`config.mk`:
```
export PLATFORM = sky130hd
export DESIGN_NAME = cell_voltage_scale_and_stats
export DESIGN_NICKNAME = d
export VERILOG_FILES = /design/src/hw/rtl/cvs_pkg.sv /design/src/hw/rtl/cvs_scale.sv /design/src/hw/rtl/cvs_stats.sv /design/src/hw/rtl/cell_voltage_scale_and_stats.sv
export SDC_FILE = /design/constraint.sdc
export NUM_CORES = 1
export LEC_CHECK = 0
export BUFFER_PORTS_ARGS = -buffer_cell sky130_fd_sc_hd__buf_2
export CAP_MARGIN = 20
export CORE_UTILIZATION = 57
export CTS_CLUSTER_DIAMETER = 80
export DETAILED_ROUTE_END_ITERATION = 10
export PLACE_DENSITY_LB_ADDON = 0.25
export SYNTH_ARGS = -nofsm -noshare
export SYNTH_HDL_FRONTEND = slang
export SYNTH_SLANG_ARGS = --single-unit
```
`constraint.sdc`:
```
create_clock -name clk -period 10.9 [get_ports clk]
set_clock_uncertainty 0.05 [all_clocks]
set_input_delay 0.545 -clock clk [delete_from_list [all_inputs] [get_ports clk]]
set_output_delay 0.545 -clock clk [all_outputs]
set_load 0.1 [all_outputs]
```
`src/hw/rtl/cvs_pkg.sv`:
```
`timescale 1ns / 1ps

package cvs_pkg;

	// Field widths, fixed by the interface.
	localparam int RAW_W    = 16;
	localparam int GAIN_W   = 9;
	localparam int OFFSET_W = 8;
	localparam int LABEL_W  = 4;
	localparam int MAP_W    = 36;
	localparam int MV_W     = 16;
	localparam int PACK_W   = 20;
	localparam int CFG_W    = MAP_W;

	// Default number of cells in one scan.
	localparam int CELLS_DEF = 9;

	// Number of label slots in the label map.
	localparam int LABEL_SLOTS = MAP_W / LABEL_W;

	// Product raw_adc * gain never exceeds 65535 * 511 < 2^25.
	localparam int PROD_W = RAW_W + GAIN_W;

	// Division by 1000 is done as a shift by 3 followed by an exact
	// reciprocal multiplication for the division by 125.
	localparam int                  PRESHIFT    = 3;
	localparam int                  DIVIN_W     = PROD_W - PRESHIFT;
	localparam int                  RECIP_W     = 23;
	localparam logic [RECIP_W-1:0]  RECIP       = 23'd4294968;
	localparam int                  RECIP_SHIFT = 29;

	// Reset values of the configuration registers.
	localparam logic [GAIN_W-1:0]   GAIN_RESET      = 9'd380;
	localparam logic [OFFSET_W-1:0] OFFSET_RESET    = 8'd0;
	localparam logic [MAP_W-1:0]    LABEL_MAP_RESET = 36'hFCBA76521;

	// Configuration register indexes.
	typedef enum logic [1:0] {
		CFG_GAIN      = 2'd0,
		CFG_OFFSET    = 2'd1,
		CFG_LABEL_MAP = 2'd2
	} cfg_idx_t;

	// Load strobes for the two scaling stages.
	typedef struct packed {
		logic ld_s1;
		logic ld_s2;
	} scale_ctl_t;

endpackage

```
`src/hw/rtl/cvs_scale.sv`:
```
`timescale 1ns / 1ps

module cvs_scale (
	input  logic                          clk,
	input  cvs_pkg::scale_ctl_t           ctl,
	input  logic [cvs_pkg::RAW_W-1:0]     raw_adc,
	input  logic [cvs_pkg::GAIN_W-1:0]    gain,
	output logic [cvs_pkg::MV_W-1:0]      quot
);
	import cvs_pkg::*;

	logic [PROD_W-1:0]          prod_s1;
	logic [MV_W-1:0]            quot_s2;
	logic [DIVIN_W-1:0]         divin;
	logic [DIVIN_W+RECIP_W-1:0] recip_prod;

	// First stage: raw word times gain in microvolts.
	always_ff @(posedge clk) begin
		if (ctl.ld_s1) begin
			prod_s1 <= PROD_W'(raw_adc) * PROD_W'(gain);
		end
	end

	// Second stage: floor(prod / 1000) = floor(floor(prod / 8) / 125).
	assign divin      = prod_s1[PROD_W-1:PRESHIFT];
	assign recip_prod = (DIVIN_W+RECIP_W)'(divin) * (DIVIN_W+RECIP_W)'(RECIP);

	always_ff @(posedge clk) begin
		if (ctl.ld_s2) begin
			quot_s2 <= MV_W'(recip_prod >> RECIP_SHIFT);
		end
	end

	assign quot = quot_s2;

endmodule

```
`src/hw/rtl/cvs_stats.sv`:
```
`timescale 1ns / 1ps

module cvs_stats #(
	parameter int CELLS = cvs_pkg::CELLS_DEF
) (
	input  logic                          clk,
	input  logic                          arst_n,
	input  logic                          ld,
	input  logic [cvs_pkg::MV_W-1:0]      quot,
	input  logic [cvs_pkg::OFFSET_W-1:0]  offset,
	input  logic [cvs_pkg::MAP_W-1:0]     label_map,
	output logic [cvs_pkg::MV_W-1:0]      cell_mv,
	output logic                          scan_done,
	output logic [cvs_pkg::MV_W-1:0]      max_mv,
	output logic [cvs_pkg::MV_W-1:0]      min_mv,
	output logic [cvs_pkg::MV_W-1:0]      spread_mv,
	output logic [cvs_pkg::LABEL_W-1:0]   max_label,
	output logic [cvs_pkg::LABEL_W-1:0]   min_label,
	output logic [cvs_pkg::PACK_W-1:0]    pack_mv
);
	import cvs_pkg::*;

	localparam int POS_W = (CELLS > 1) ? $clog2(CELLS) : 1;
	localparam int SUM_W = MV_W + 2;

	logic [POS_W-1:0]   pos_q;
	logic [MV_W-1:0]    max_q;
	logic [MV_W-1:0]    min_q;
	logic [POS_W-1:0]   max_pos_q;
	logic [POS_W-1:0]   min_pos_q;
	logic [PACK_W-1:0]  sum_q;

	logic [MV_W-1:0]    cell_mv_q;
	logic               scan_done_q;
	logic [MV_W-1:0]    max_mv_q;
	logic [MV_W-1:0]    min_mv_q;
	logic [MV_W-1:0]    spread_mv_q;
	logic [LABEL_W-1:0] max_label_q;
	logic [LABEL_W-1:0] min_label_q;
	logic [PACK_W-1:0]  pack_mv_q;

	logic signed [SUM_W-1:0] with_off;
	logic [MV_W-1:0]         mv;
	logic                    first;
	logic                    last;
	logic [MV_W-1:0]         nmax;
	logic [MV_W-1:0]         nmin;
	logic [POS_W-1:0]        nmax_pos;
	logic [POS_W-1:0]        nmin_pos;
	logic [PACK_W-1:0]       nsum;
	logic [LABEL_W-1:0]      labels [LABEL_SLOTS];
	logic [3:0]              max_idx;
	logic [3:0]              min_idx;
	logic [LABEL_W-1:0]      nmax_label;
	logic [LABEL_W-1:0]      nmin_label;

	// Offset and clamp to the millivolt range.
	assign with_off = $signed({2'b00, quot}) + SUM_W'($signed(offset));

	always_comb begin
		if (with_off[SUM_W-1]) begin
			mv = '0;
		end else if (with_off[SUM_W-2:MV_W] != '0) begin
			mv = '1;
		end else begin
			mv = with_off[MV_W-1:0];
		end
	end

	assign first = (pos_q == '0);
	assign last  = (pos_q == POS_W'(CELLS - 1));

	// Strict compares keep the earliest cell on a tie.
	always_comb begin
		if (first) begin
			nmax     = mv;
			nmin     = mv;
			nmax_pos = '0;
			nmin_pos = '0;
			nsum     = PACK_W'(mv);
		end else begin
			nmax     = max_q;
			nmin     = min_q;
			nmax_pos = max_pos_q;
			nmin_pos = min_pos_q;
			nsum     = sum_q + PACK_W'(mv);
			if (mv > max_q) begin
				nmax     = mv;
				nmax_pos = pos_q;
			end
			if (mv < min_q) begin
				nmin     = mv;
				nmin_pos = pos_q;
			end
		end
	end

	// Positions past the label map read as label zero.
	always_comb begin
		for (int i = 0; i < LABEL_SLOTS; i++) begin
			labels[i] = label_map[i*LABEL_W +: LABEL_W];
		end
	end

	assign max_idx    = 4'(nmax_pos);
	assign min_idx    = 4'(nmin_pos);
	assign nmax_label = (max_idx < 4'(LABEL_SLOTS)) ? labels[max_idx] : '0;
	assign nmin_label = (min_idx < 4'(LABEL_SLOTS)) ? labels[min_idx] : '0;

	always_ff @(posedge clk or negedge arst_n) begin
		if (!arst_n) begin
			pos_q     <= '0;
			max_q     <= '0;
			min_q     <= '0;
			max_pos_q <= '0;
			min_pos_q <= '0;
			sum_q     <= '0;
		end else if (ld) begin
			if (last) begin
				pos_q     <= '0;
				max_q     <= '0;
				min_q     <= '0;
				max_pos_q <= '0;
				min_pos_q <= '0;
				sum_q     <= '0;
			end else begin
				pos_q     <= pos_q + POS_W'(1);
				max_q     <= nmax;
				min_q     <= nmin;
				max_pos_q <= nmax_pos;
				min_pos_q <= nmin_pos;
				sum_q     <= nsum;
			end
		end
	end

	always_ff @(posedge clk) begin
		if (ld) begin
			cell_mv_q   <= mv;
			scan_done_q <= last;
			max_mv_q    <= last ? nmax : '0;
			min_mv_q    <= last ? nmin : '0;
			spread_mv_q <= last ? (nmax - nmin) : '0;
			max_label_q <= last ? nmax_label : '0;
			min_label_q <= last ? nmin_label : '0;
			pack_mv_q   <= last ? nsum : '0;
		end
	end

	assign cell_mv   = cell_mv_q;
	assign scan_done = scan_done_q;
	assign max_mv    = max_mv_q;
	assign min_mv    = min_mv_q;
	assign spread_mv = spread_mv_q;
	assign max_label = max_label_q;
	assign min_label = min_label_q;
	assign pack_mv   = pack_mv_q;

	a_pos_range: assert property (@(posedge clk) disable iff (!arst_n)
		pos_q <= POS_W'(CELLS - 1))
		else $error("scan position ran past the last cell");

	a_wrap: assert property (@(posedge clk) disable iff (!arst_n)
		ld && last |=> pos_q == '0)
		else $error("scan did not restart after its last cell");

	a_stats: assert property (@(posedge clk) disable iff (!arst_n)
		ld && last |=> scan_done_q && max_mv_q >= min_mv_q &&
			spread_mv_q == max_mv_q - min_mv_q)
		else $error("scan statistics are inconsistent");

endmodule

```
`src/hw/rtl/cell_voltage_scale_and_stats.sv`:
```
`timescale 1ns / 1ps

// Cell voltage scaling and scan statistics. Each request carries one raw cell
// ADC word, in scan order over CELLS channels, and yields exactly one result:
// the cell voltage in millivolts, floor(raw_adc * gain / 1000) + offset,
// clamped to 0..65535. On the last cell of a scan the result also carries the
// highest and lowest cell voltage, their difference, the board labels of
// those two cells and the pack total, and the block then starts a new scan;
// on every other cell those fields read zero. A tie keeps the earlier cell.
// The block takes one request per cycle while adc_stall is low; each request
// passes through three register stages in order: the gain multiplier, the
// reciprocal multiplier that divides by 1000, and the offset, clamp and
// statistics update in front of the result register. Requests keep flowing
// while a result is stalled until all three stages hold an item.
// Configuration registers are written through cfg_we, cfg_index and cfg_data
// (0: gain, 1: offset, 2: label map), only while no request is in flight;
// the user must keep to this unenforced rule; writes to index 3 are ignored.

module cell_voltage_scale_and_stats #(
	parameter int CELLS = cvs_pkg::CELLS_DEF
) (
	input  logic                          clk,
	input  logic                          arst_n,

	input  logic                          cfg_we,
	input  logic [1:0]                    cfg_index,
	input  logic [cvs_pkg::CFG_W-1:0]     cfg_data,

	input  logic                          adc_valid,
	output logic                          adc_stall,
	input  logic [cvs_pkg::RAW_W-1:0]     raw_adc,

	output logic                          res_valid,
	input  logic                          res_stall,
	output logic [cvs_pkg::MV_W-1:0]      cell_mv,
	output logic                          scan_done,
	output logic [cvs_pkg::MV_W-1:0]      max_mv,
	output logic [cvs_pkg::MV_W-1:0]      min_mv,
	output logic [cvs_pkg::MV_W-1:0]      spread_mv,
	output logic [cvs_pkg::LABEL_W-1:0]   max_label,
	output logic [cvs_pkg::LABEL_W-1:0]   min_label,
	output logic [cvs_pkg::PACK_W-1:0]    pack_mv
);
	import cvs_pkg::*;

	// Configuration registers.
	logic [GAIN_W-1:0]   gain_q;
	logic [OFFSET_W-1:0] offset_q;
	logic [MAP_W-1:0]    label_map_q;

	// Occupancy of the pipeline stages.
	logic v_s1_q;
	logic v_s2_q;
	logic res_valid_q;

	// A stage may load when it is empty or its content moves on this cycle.
	logic       en_out;
	logic       en_s2;
	logic       en_s1;
	logic       ld_out;
	scale_ctl_t scale_ctl;
	logic [MV_W-1:0] quot;

	always_ff @(posedge clk or negedge arst_n) begin
		if (!arst_n) begin
			gain_q      <= GAIN_RESET;
			offset_q    <= OFFSET_RESET;
			label_map_q <= LABEL_MAP_RESET;
		end else if (cfg_we) begin
			case (cfg_idx_t'(cfg_index))
				CFG_GAIN: begin
					gain_q <= cfg_data[GAIN_W-1:0];
				end
				CFG_OFFSET: begin
					offset_q <= cfg_data[OFFSET_W-1:0];
				end
				CFG_LABEL_MAP: begin
					label_map_q <= cfg_data[MAP_W-1:0];
				end
				default: begin
				end
			endcase
		end
	end

	// Stall propagates backward only through full stages, so bubbles are
	// squeezed out while the consumer holds a result.
	assign en_out = !res_valid_q || !res_stall;
	assign en_s2  = !v_s2_q || en_out;
	assign en_s1  = !v_s1_q || en_s2;

	assign adc_stall       = !en_s1;
	assign scale_ctl.ld_s1 = adc_valid && en_s1;
	assign scale_ctl.ld_s2 = v_s1_q && en_s2;
	assign ld_out          = v_s2_q && en_out;

	always_ff @(posedge clk or negedge arst_n) begin
		if (!arst_n) begin
			v_s1_q      <= 1'b0;
			v_s2_q      <= 1'b0;
			res_valid_q <= 1'b0;
		end else begin
			if (en_s1) begin
				v_s1_q <= adc_valid;
			end
			if (en_s2) begin
				v_s2_q <= v_s1_q;
			end
			if (en_out) begin
				res_valid_q <= v_s2_q;
			end
		end
	end

	// Gain multiply and division by 1000.
	cvs_scale u_scale (
		.clk     (clk),
		.ctl     (scale_ctl),
		.raw_adc (raw_adc),
		.gain    (gain_q),
		.quot    (quot)
	);

	// Offset, clamp, running statistics and the result register.
	cvs_stats #(
		.CELLS (CELLS)
	) u_stats (
		.clk       (clk),
		.arst_n    (arst_n),
		.ld        (ld_out),
		.quot      (quot),
		.offset    (offset_q),
		.label_map (label_map_q),
		.cell_mv   (cell_mv),
		.scan_done (scan_done),
		.max_mv    (max_mv),
		.min_mv    (min_mv),
		.spread_mv (spread_mv),
		.max_label (max_label),
		.min_label (min_label),
		.pack_mv   (pack_mv)
	);

	assign res_valid = res_valid_q;

	a_full_stall: assert property (@(posedge clk) disable iff (!arst_n)
		v_s1_q && v_s2_q && res_valid_q && res_stall |-> adc_stall)
		else $error("request accepted into a full pipeline");

	a_bubble_take: assert property (@(posedge clk) disable iff (!arst_n)
		!v_s1_q |-> !adc_stall)
		else $error("request stalled while the first stage is empty");

	a_advance: assert property (@(posedge clk) disable iff (!arst_n)
		v_s2_q && en_out |=> res_valid_q)
		else $error("item lost between the last stage and the result register");

endmodule
```
==> results.yml, run 1 <==
critical_path:
  cp.arrival_ps: 9150
  criticalPathCategory: "register to register"
  cpMostUsedCell: "o21ai_0"
  max_stage_delay_ps: 840
  start_kind: "register"
  cp.required_ps: 11160
  slowest_stage: "dfrtp_1"
  worstPathMaxFanout: 30
  end_kind: "register"
  reg2reg_slack_ps: 2010
synth:
  ys_seq_area_frac: 0.305
  synth_area_mm2: 0.0229
  ys_warn_count: 0
  synth-main-ff-cell: "edfxtp_1"
  synthArstFlopShare: 0.478
  ys_ff_latch: 251
  syn-num-nets: 2756
  synth_edf_count: 131
  synth.avg_cell_area_um2: 10.4
  synth_cells: 2195
  synth_cell_type_count: 75
grt:
  grt_use_total: 0.268
  grt_pass1_vias: 17100
  grt_pass1_wl_um: 87500
  grt_max_degree: 80
  antenna_found_initial: 0
  grt_overflow: 0
detailed_routing:
  wire_per_inst_um: 18.6
  ant_nets: 0
  first_pass_iters: 5
  drt_iter0_drc: 894
  routed_via_density: 5.67
  num_vias: 16300
  routed_wl_um: 53400
  post-route-drc-count: 0
floorplan:
  core_area_mm2: 0.0391
  start_util: 0.585
  die_area_mm2: 0.0409
  rows: 72
  die_y_um: 202
  die_w_um: 202
  ioPinCount: 154
timing:
  worstMarginPinSlew_ps: 1080
  slew_violations: 0
  fin_crit_ps: 8890
  slew-limit-headroom: 0.280
  hold_violations: 0
  rsz0062_at_grt: "no"
  tns_ps: 0
  setup_viol: 0
  period_share: 0.816
  fmax_mhz: 112
placement:
  port_buffers: 153
  globalplace.congestion: 0.951
  hpwl_um: 42500
cells_and_area:
  drive_gt1_frac: 0.145
  diodes: 0
  fin_nets: 2889
  areaGrowthSynthToFinish_pct: 9.76
clock_tree:
  cts_buffer_depth: 3
  cts_inserted_buffers: 29
  cts_sinks: 251
  clock-root-buffer: "clkbuf_16"
  clkLatencyLatePin_ps: 580
  path_clk_slew_ps: 60
  cts_tree: "built"
  h-tree-depth: 1
  cts_resized: 0
hold_path:
  hp-class: "input port to register"
run:
  drv_cap: 0
run_status:
  status: "completed"
## cell usage after synthesis, types with 5 or more instances
cell type	n	area (um2)
edfxtp_1	131	3930
xnor2_1	40	350
a221o_1	6	60.1
a21o_1	22	165
a22oi_1	5	37.5
dfrtp_1	94	2350
nand4_1	11	68.8
xor2_1	25	219
o21ai_0	61	305
and3_1	8	50.1
nor2_1	139	522
dfstp_2	26	683
nand3b_1	5	37.5
and2_1	66	413
nand2_1	155	582
inv_1	381	1430
nor3b_1	6	45.0
ha_1	303	3790
a22o_1	5	43.8
a211oi_1	15	113
o31ai_1	6	45.0
o22ai_1	28	175
a21oi_1	95	475
a21boi_0	6	45.0
nand3_1	13	65.1
nor3_1	24	120
fa_1	199	3980
nor2b_1	16	100
a221oi_1	11	96.3
clkbuf_1	56	210
mux2_2	59	664
mux4_2	8	180
a31oi_1	11	68.8
clkbuf_8	6	82.6
or3_1	10	62.6
mux2i_1	35	350
o21a_1	15	113
o21bai_1	9	67.6
nand2b_1	16	100
## cell type report
cell class | count | area, um2
well taps | 518 | 648
multi-input cells | 1497 | 14100
flip-flops and latches | 251 | 6970
clock buffers | 39 | 846
fillers | 3135 | 14000
clock inverters | 15 | 156
inverters | 382 | 1440
repair buffers | 167 | 893
## cell usage in the layout, fill, tap and decap left out, types with 6 or more instances in the layout
master	netlist	routed
o22ai_1	28	28
buf_2	1	153
xnor2_1	40	40
edfxtp_1	131	131
mux2_2	59	59
nor3_1	24	24
nand3_1	13	13
fa_1	199	199
nor2_1	139	138
buf_4	0	12
a21oi_1	95	95
mux2i_1	35	35
ha_1	303	303
nor2b_1	16	15
clkbuf_16	0	31
a21boi_0	6	6
and2_1	66	66
or3_1	10	10
a21o_1	22	22
nand2_1	155	154
nor3b_1	6	6
a221oi_1	11	11
a31oi_1	11	11
inv_1	381	381
nand2b_1	16	16
clkinv_2	0	7
mux4_2	8	8
a211oi_1	15	15
o21bai_1	9	9
and3_1	8	8
o21a_1	15	15
o31ai_1	6	6
a221o_1	6	6
dfrtp_1	94	94
o21ai_0	61	61
dfstp_2	26	26
nand4_1	11	11
xor2_1	25	25
## critical path, delay by kind of cell (launching register included)
family	cells	cell delay [ps]
compound gates	17	4060
fa+ha+maj	4	1460
simple gates	4	530
flops	1	840
buf+inv	2	390
mux	1	310
xor+xnor	2	980
## cell families (layout without fill, tap and decap cells)
family / Yosys count / in the layout / share of synthesized area
xor gates and xnor gates: 67 / 67 / 0.0271
AOI/OAI and AO/OA: 339 / 339 / 0.0980
adders and majority gates: 502 / 502 / 0.340
buffers and inverters: 447 / 603 / 0.0768
DFF: 251 / 251 / 0.305
and+or+nand+nor: 487 / 487 / 0.101
muxes: 102 / 102 / 0.0523
## what timing repair did
action | 4_1_cts | 5_1_grt
endpoints found under the hold margin | 21 | 0
hold buffers | 1 | 0
buffers inserted | 0 | 0
## per-layer routing
| metal | wire (um) | GRT usage |
|---|---|---|
| met1 | 21800 | 0.336 |
| met5 | 0 | 0 |
| met3 | 2170 | 0.0264 |
| met2 | 27700 | 0.486 |
| met4 | 1710 | 0.0862 |
## state kept, by name, summed over array words and instances (netlist names)
name	count
u_stats.min_mv	16
u_stats.min_pos_q	4
gain_q	9
u_scale.prod_s1	22
v_s2_q	1
offset_q	8
u_stats.max_mv	16
u_stats.cell_mv	16
u_stats.sum_q	20
u_stats.max_label	4
res_valid	1
u_stats.scan_done	1
u_stats.max_pos_q	4
u_stats.spread_mv	16
label_map_q	36
u_stats.min_q	16
u_stats.min_label	4
u_scale.quot	16
v_s1_q	1
u_stats.max_q	16
u_stats.pos_q	4
u_stats.pack_mv	20
## per-stage QoR
step,worst slack [ps],cell area [um2],hold slack [ps],utilization,instances
global route,1290,25100,152,0.642,2869
detailed placement,2120,24100,432,0.616,2814
global placement,2320,24000,418,0.615,2812
finish,2010,25100,165,0.642,2869
floorplan,3510,22900,199,-,2195
CTS,2130,25100,132,0.642,2869
## final timing paths
path	to	cells past startpoint	start
worst max-delay path	u_stats.spread_mv[14]	30	offset_q[7]
worst min-delay path	label_map_q[32]	2	cfg_data[32]
worst max register to register	u_stats.spread_mv[14]	30	offset_q[7]
worst min register to register	v_s2_q	1	v_s1_q
max in group asynchronous	u_stats.max_pos_q[2]	3	arst_n
min in group asynchronous	u_stats.min_q[7]	2	arst_n
Power of run 1 is left out: the tool's default activity adds up to more than one toggle a clock period on the data nets, which glitch-free logic cannot reach.
==> run 2: changes to the inputs <==
Clock period 10.9 ns to 7.2 ns, I/O delays scaled along.
==> run 2 against run 1 <==
Effect of this change: register-to-register slack got worse by 1700 ps; final area rose by 2.9%; hold slack got worse by 120 ps; first-iteration DRC count rose by 9.7%; global-route usage rose by 0.29 points; sequential share of layout area fell by 0.79 points; core utilization rose by 1.9 points; cell count rose by 2.9%; critical path depth fell by 7.
==> results.yml, run 2 (synthesized netlist as in run 1, its figures left out) <==
floorplan:
  rows: 72
  start_util: 0.585
  die_w_um: 202
  core_area_mm2: 0.0391
  die_y_um: 202
  die_area_mm2: 0.0409
  ioPinCount: 154
cells_and_area:
  areaGrowthSynthToFinish_pct: 13.0
  largest_reg_flops: 36
  nFillCells: 3062
  regMostFlops: "label_map_q"
  reg_top3: "label_map_q x36, u_scale.prod_s1 x22"
  multi_input_area_mm2: 0.0143
  layout_common_cells: "inv_1, ha_1, fa_1"
  regArea_mm2: 0.00697
  finalNonFillerCells: 2953
  drive_gt1_frac: 0.171
  diodes: 0
  final_common_cell: "inv_1"
  fin_nets: 2974
timing:
  setup_viol: 0
  slew-limit-headroom: 0.264
  worstMarginPinSlew_ps: 1080
  period_share: 0.960
  fin_ws_ps: 290
  hold_violations: 0
  fmax_mhz: 145
  fin_crit_ps: 6910
  slew_violations: 0
  hold_slack_ps: 39.7
run_status:
  status: "completed"
critical_path:
  cp.arrival_ps: 7160
  crit_path_end: "u_scale.quot[7]"
  cpMostUsedCell: "fa_1"
  ff2ff_path_depth: 23
  end_kind: "register"
  reg2reg_slack_ps: 290
  reg2reg_to: "u_scale.quot[7]"
  max_stage_delay_ps: 600
  criticalPathCategory: "register to register"
  slowest_stage: "edfxtp_1"
  start_kind: "register"
  crit_path_start: "u_scale.prod_s1[10]"
  cp_cell_sequence: "ha_1, ha_1, fa_1, inv_1, fa_1, inv_1, fa_1, inv_1, fa_1, inv_1, fa_1, ha_1, a211o_1, nor3_1, nor3b_2, a211o_1, a21oi_1, or2_2, a21oi_1, nand2b_1, o21ai_0, a21oi_1, xnor2_1"
  cp.required_ps: 7450
  r2r-start: "u_scale.prod_s1[10]"
  worstPathMaxFanout: 6
clock_tree:
  path_clk_slew_ps: 60
  h-tree-depth: 1
  clkLatencyLatePin_ps: 560
  cts_inserted_buffers: 28
  cts_buffer_depth: 3
  cts_tree: "built"
  cts_sinks: 251
  clock-root-buffer: "clkbuf_16"
grt:
  grt_pass1_vias: 17400
  grt_overflow: 0
  grt_max_degree: 86
  grt_pass1_wl_um: 88300
  antenna_found_initial: 0
  grt_use_total: 0.271
detailed_routing:
  num_vias: 16700
  routed_wl_um: 54400
  ant_nets: 0
  post-route-drc-count: 0
  routed_via_density: 5.66
  drt_iter0_drc: 981
  wire_per_inst_um: 18.4
  first_pass_iters: 5
placement:
  pre_cts_ws_ps: -41.9
  dp_cells: 2868
  port_buffers: 153
  hpwl_um: 42400
  globalplace.congestion: 0.954
hold_path:
  hp-class: "input port to register"
run:
  drv_cap: 0
==> run 2: changes by cell type in the layout (fill, tap and decap cells not counted), sizes merged <==
| cell | change |
|---|---|
| buf | +58 |
| clkbuf | -8 |
| clkinv | +10 |
| clkinvlp | -2 |
| dlygate4sd3 | +28 |
| inv | -2 |
==> run 2: layout make-up <==
| type | instances | area share |
|---|---|---|
| flip-flops and latches | 251 | 0.270 |
| repair buffers | 253 | 0.0620 |
| inverters | 382 | 0.0556 |
| clock inverters | 21 | 0.00678 |
| well taps | 518 | 0.0251 |
| multi-input cells | 1497 | 0.553 |
| clock buffers | 31 | 0.0280 |
==> run 2: per-layer routing <==
layer / vias up / global-route usage / part of all wire
met3: 130 / 0.0303 / 0.052
met2: 537 / 0.482 / 0.52
met5: - / 0 / 0
met1: 8230 / 0.338 / 0.40
met4: 0 / 0.106 / 0.037
li1: 7831 / - / -
==> run 2: critical path: cells and delay by family, from the launching register on <==
kind                     cells  cell delay, ps
AO/OA/AOI/OAI                6            1210
XOR/XNOR                     1              80
flip-flops                   1             600
adder cells (fa/ha/maj)      8            3400
buffers and inverters        4             230
AND/OR/NAND/NOR              4            1070
==> run 2: how the worst min path moves through the flow <==
stage	to	startpoint	slack [ps]	cells past startpoint
final	label_map_q[13]	cfg_data[13]	40	2
after detailed placement	u_stats.sum_q[11]	u_stats.sum_q[11]	420	2
after CTS	label_map_q[10]	cfg_data[10]	0.8	2
after global placement	v_s2_q	v_s1_q	410	1
after floorplan	gain_q[0]	arst_n	10	0
after global routing	label_map_q[13]	cfg_data[13]	30	2
==> run 2: repair_timing <==
action	CTS	global route
pin swaps	0	5
hold endpoints to repair	82	2
hold buffers	27	2
gates resized for setup	2	29
buffers inserted	0	3
setup endpoints to repair	3	8
==> run 2: through the flow <==
step | area (um2) | util | TNS (ps)
6_report | 25800 | 0.661 | 0
4_1_cts | 25700 | 0.657 | 0
3_3_place_gp | 24500 | 0.627 | 0
3_5_place_dp | 24500 | 0.627 | -41.9
2_1_floorplan | 22900 | - | 0
5_1_grt | 25800 | 0.661 | -5.81
Power of run 2 is left out for the same reason.
==> run 3: changes to the inputs <==
Clock period 7.2 ns to 9 ns, I/O delays scaled along.
==> run 3 against run 2 <==
Effect of this change: first-iteration DRC count fell by 8.3%; flip-flop and latch count did not move; largest cell class unchanged; global-route usage fell by 1.0 points; core utilization fell by 1.8 points; wire length fell by 4.0%; count of clock-buffer cells in the layout rose by 10; critical path depth rose by 6.
==> results.yml, run 3 (synthesized netlist as in run 1, its figures left out) <==
run_status:
  status: "completed"
floorplan:
  core_area_mm2: 0.0391
  die_w_um: 202
  rows: 72
  die_y_um: 202
  die_area_mm2: 0.0409
  ioPinCount: 154
  start_util: 0.585
critical_path:
  worstPathMaxFanout: 15
  reg2reg_slack_ps: 770
  cp.arrival_ps: 8460
  cp.required_ps: 9230
  end_kind: "register"
  slowest_stage: "or3_1"
  cpMostUsedCell: "o21ai_0"
  start_kind: "register"
  criticalPathCategory: "register to register"
  max_stage_delay_ps: 590
clock_tree:
  cts_tree: "built"
  cts_sinks: 251
  postCtsSetupRepairBufs: 0
  clock-root-buffer: "clkbuf_16"
  path_clk_slew_ps: 60
  h-tree-depth: 1
  cts_inserted_buffers: 28
  cts_buffer_depth: 3
  clkLatencyLatePin_ps: 570
timing:
  slew-limit-headroom: 0.289
  fmax_mhz: 122
  tns_ps: 0
  slew_violations: 0
  hold_slack_ps: 58.6
  worstMarginPinSlew_ps: 1040
  hold_violations: 0
  period_share: 0.914
  fin_crit_ps: 8230
  rsz0062_at_grt: "no"
  setup_viol: 0
hold_path:
  hp-class: "input port to register"
detailed_routing:
  routed_via_density: 5.61
  post-route-drc-count: 0
  ant_nets: 0
  first_pass_iters: 5
  wire_per_inst_um: 18.1
  routed_wl_um: 52200
  num_vias: 16100
  drt_iter0_drc: 900
cells_and_area:
  largest_reg_flops: 36
  multi_input_area_mm2: 0.0141
  final_common_cell: "inv_1"
  nFillCells: 3129
  drive_gt1_frac: 0.148
  finalNonFillerCells: 2878
  fin_nets: 2899
  regArea_mm2: 0.00697
  layout_common_cells: "inv_1, ha_1, fa_1"
  diodes: 0
  reg_top3: "label_map_q x36, u_scale.prod_s1 x22"
  regMostFlops: "label_map_q"
  areaGrowthSynthToFinish_pct: 9.97
grt:
  grt_overflow: 0
  grt_max_degree: 77
  antenna_found_initial: 0
  grt_use_total: 0.261
  grt_pass1_vias: 17000
  grt_pass1_wl_um: 85200
run:
  drv_cap: 0
placement:
  dp_cells: 2824
  hpwl_um: 41200
  globalplace.congestion: 0.886
  port_buffers: 153
## run 3: cell type report
cell class,count,share of cell area
clock buffers,41,0.0335
clock inverters,11,0.00458
repair buffers,178,0.0389
multi-input cells,1497,0.563
inverters,382,0.0571
well taps,518,0.0258
flip-flops and latches,251,0.277
## run 3: per-layer routing
| layer | wire length (um) | track usage | vias up |
|---|---|---|---|
| met5 | 0 | 0 | - |
| met4 | 1520 | 0.0840 | 0 |
| met3 | 2530 | 0.0295 | 122 |
| met2 | 26800 | 0.475 | 459 |
| met1 | 21300 | 0.322 | 7912 |
| li1 | - | - | 7655 |
## run 3: worst max-delay path, delay by kind of cell (launching register included)
kind,cells,cell delay [ps]
xor gates and xnor gates,1,160
adders and majority gates,4,1230
DFF,1,380
muxes,1,320
buffers and inverters,3,630
and+or+nand+nor,4,1200
AOI/OAI and AO/OA,16,3990
## run 3: final timing paths
| path | startpoint | endpoint | depth (start not counted) |
|---|---|---|---|
| max in group asynchronous | arst_n | label_map_q[2] | 3 |
| max reg2reg | offset_q[0] | u_stats.spread_mv[14] | 29 |
| min in group asynchronous | arst_n | u_stats.min_q[7] | 2 |
| max | offset_q[0] | u_stats.spread_mv[14] | 29 |
| min reg2reg | v_s1_q | v_s2_q | 1 |
| min | cfg_data[22] | label_map_q[22] | 2 |
## run 3: what timing repair did
item / in CTS / in global routing
resized for setup: 0 / 2
hold endpoints to repair: 49 / 0
setup endpoints to repair: 0 / 1
hold buffers: 1 / 0
## run 3: metrics by stage
step / worst slack, ps / area (um2) / utilization
2_1_floorplan: 1610 / 22900 / -
3_3_place_gp: 931 / 24100 / 0.617
3_5_place_dp: 706 / 24100 / 0.617
4_1_cts: 630 / 25100 / 0.642
5_1_grt: 149 / 25100 / 0.643
6_report: 775 / 25100 / 0.643
Power of run 3 is left out for the same reason.
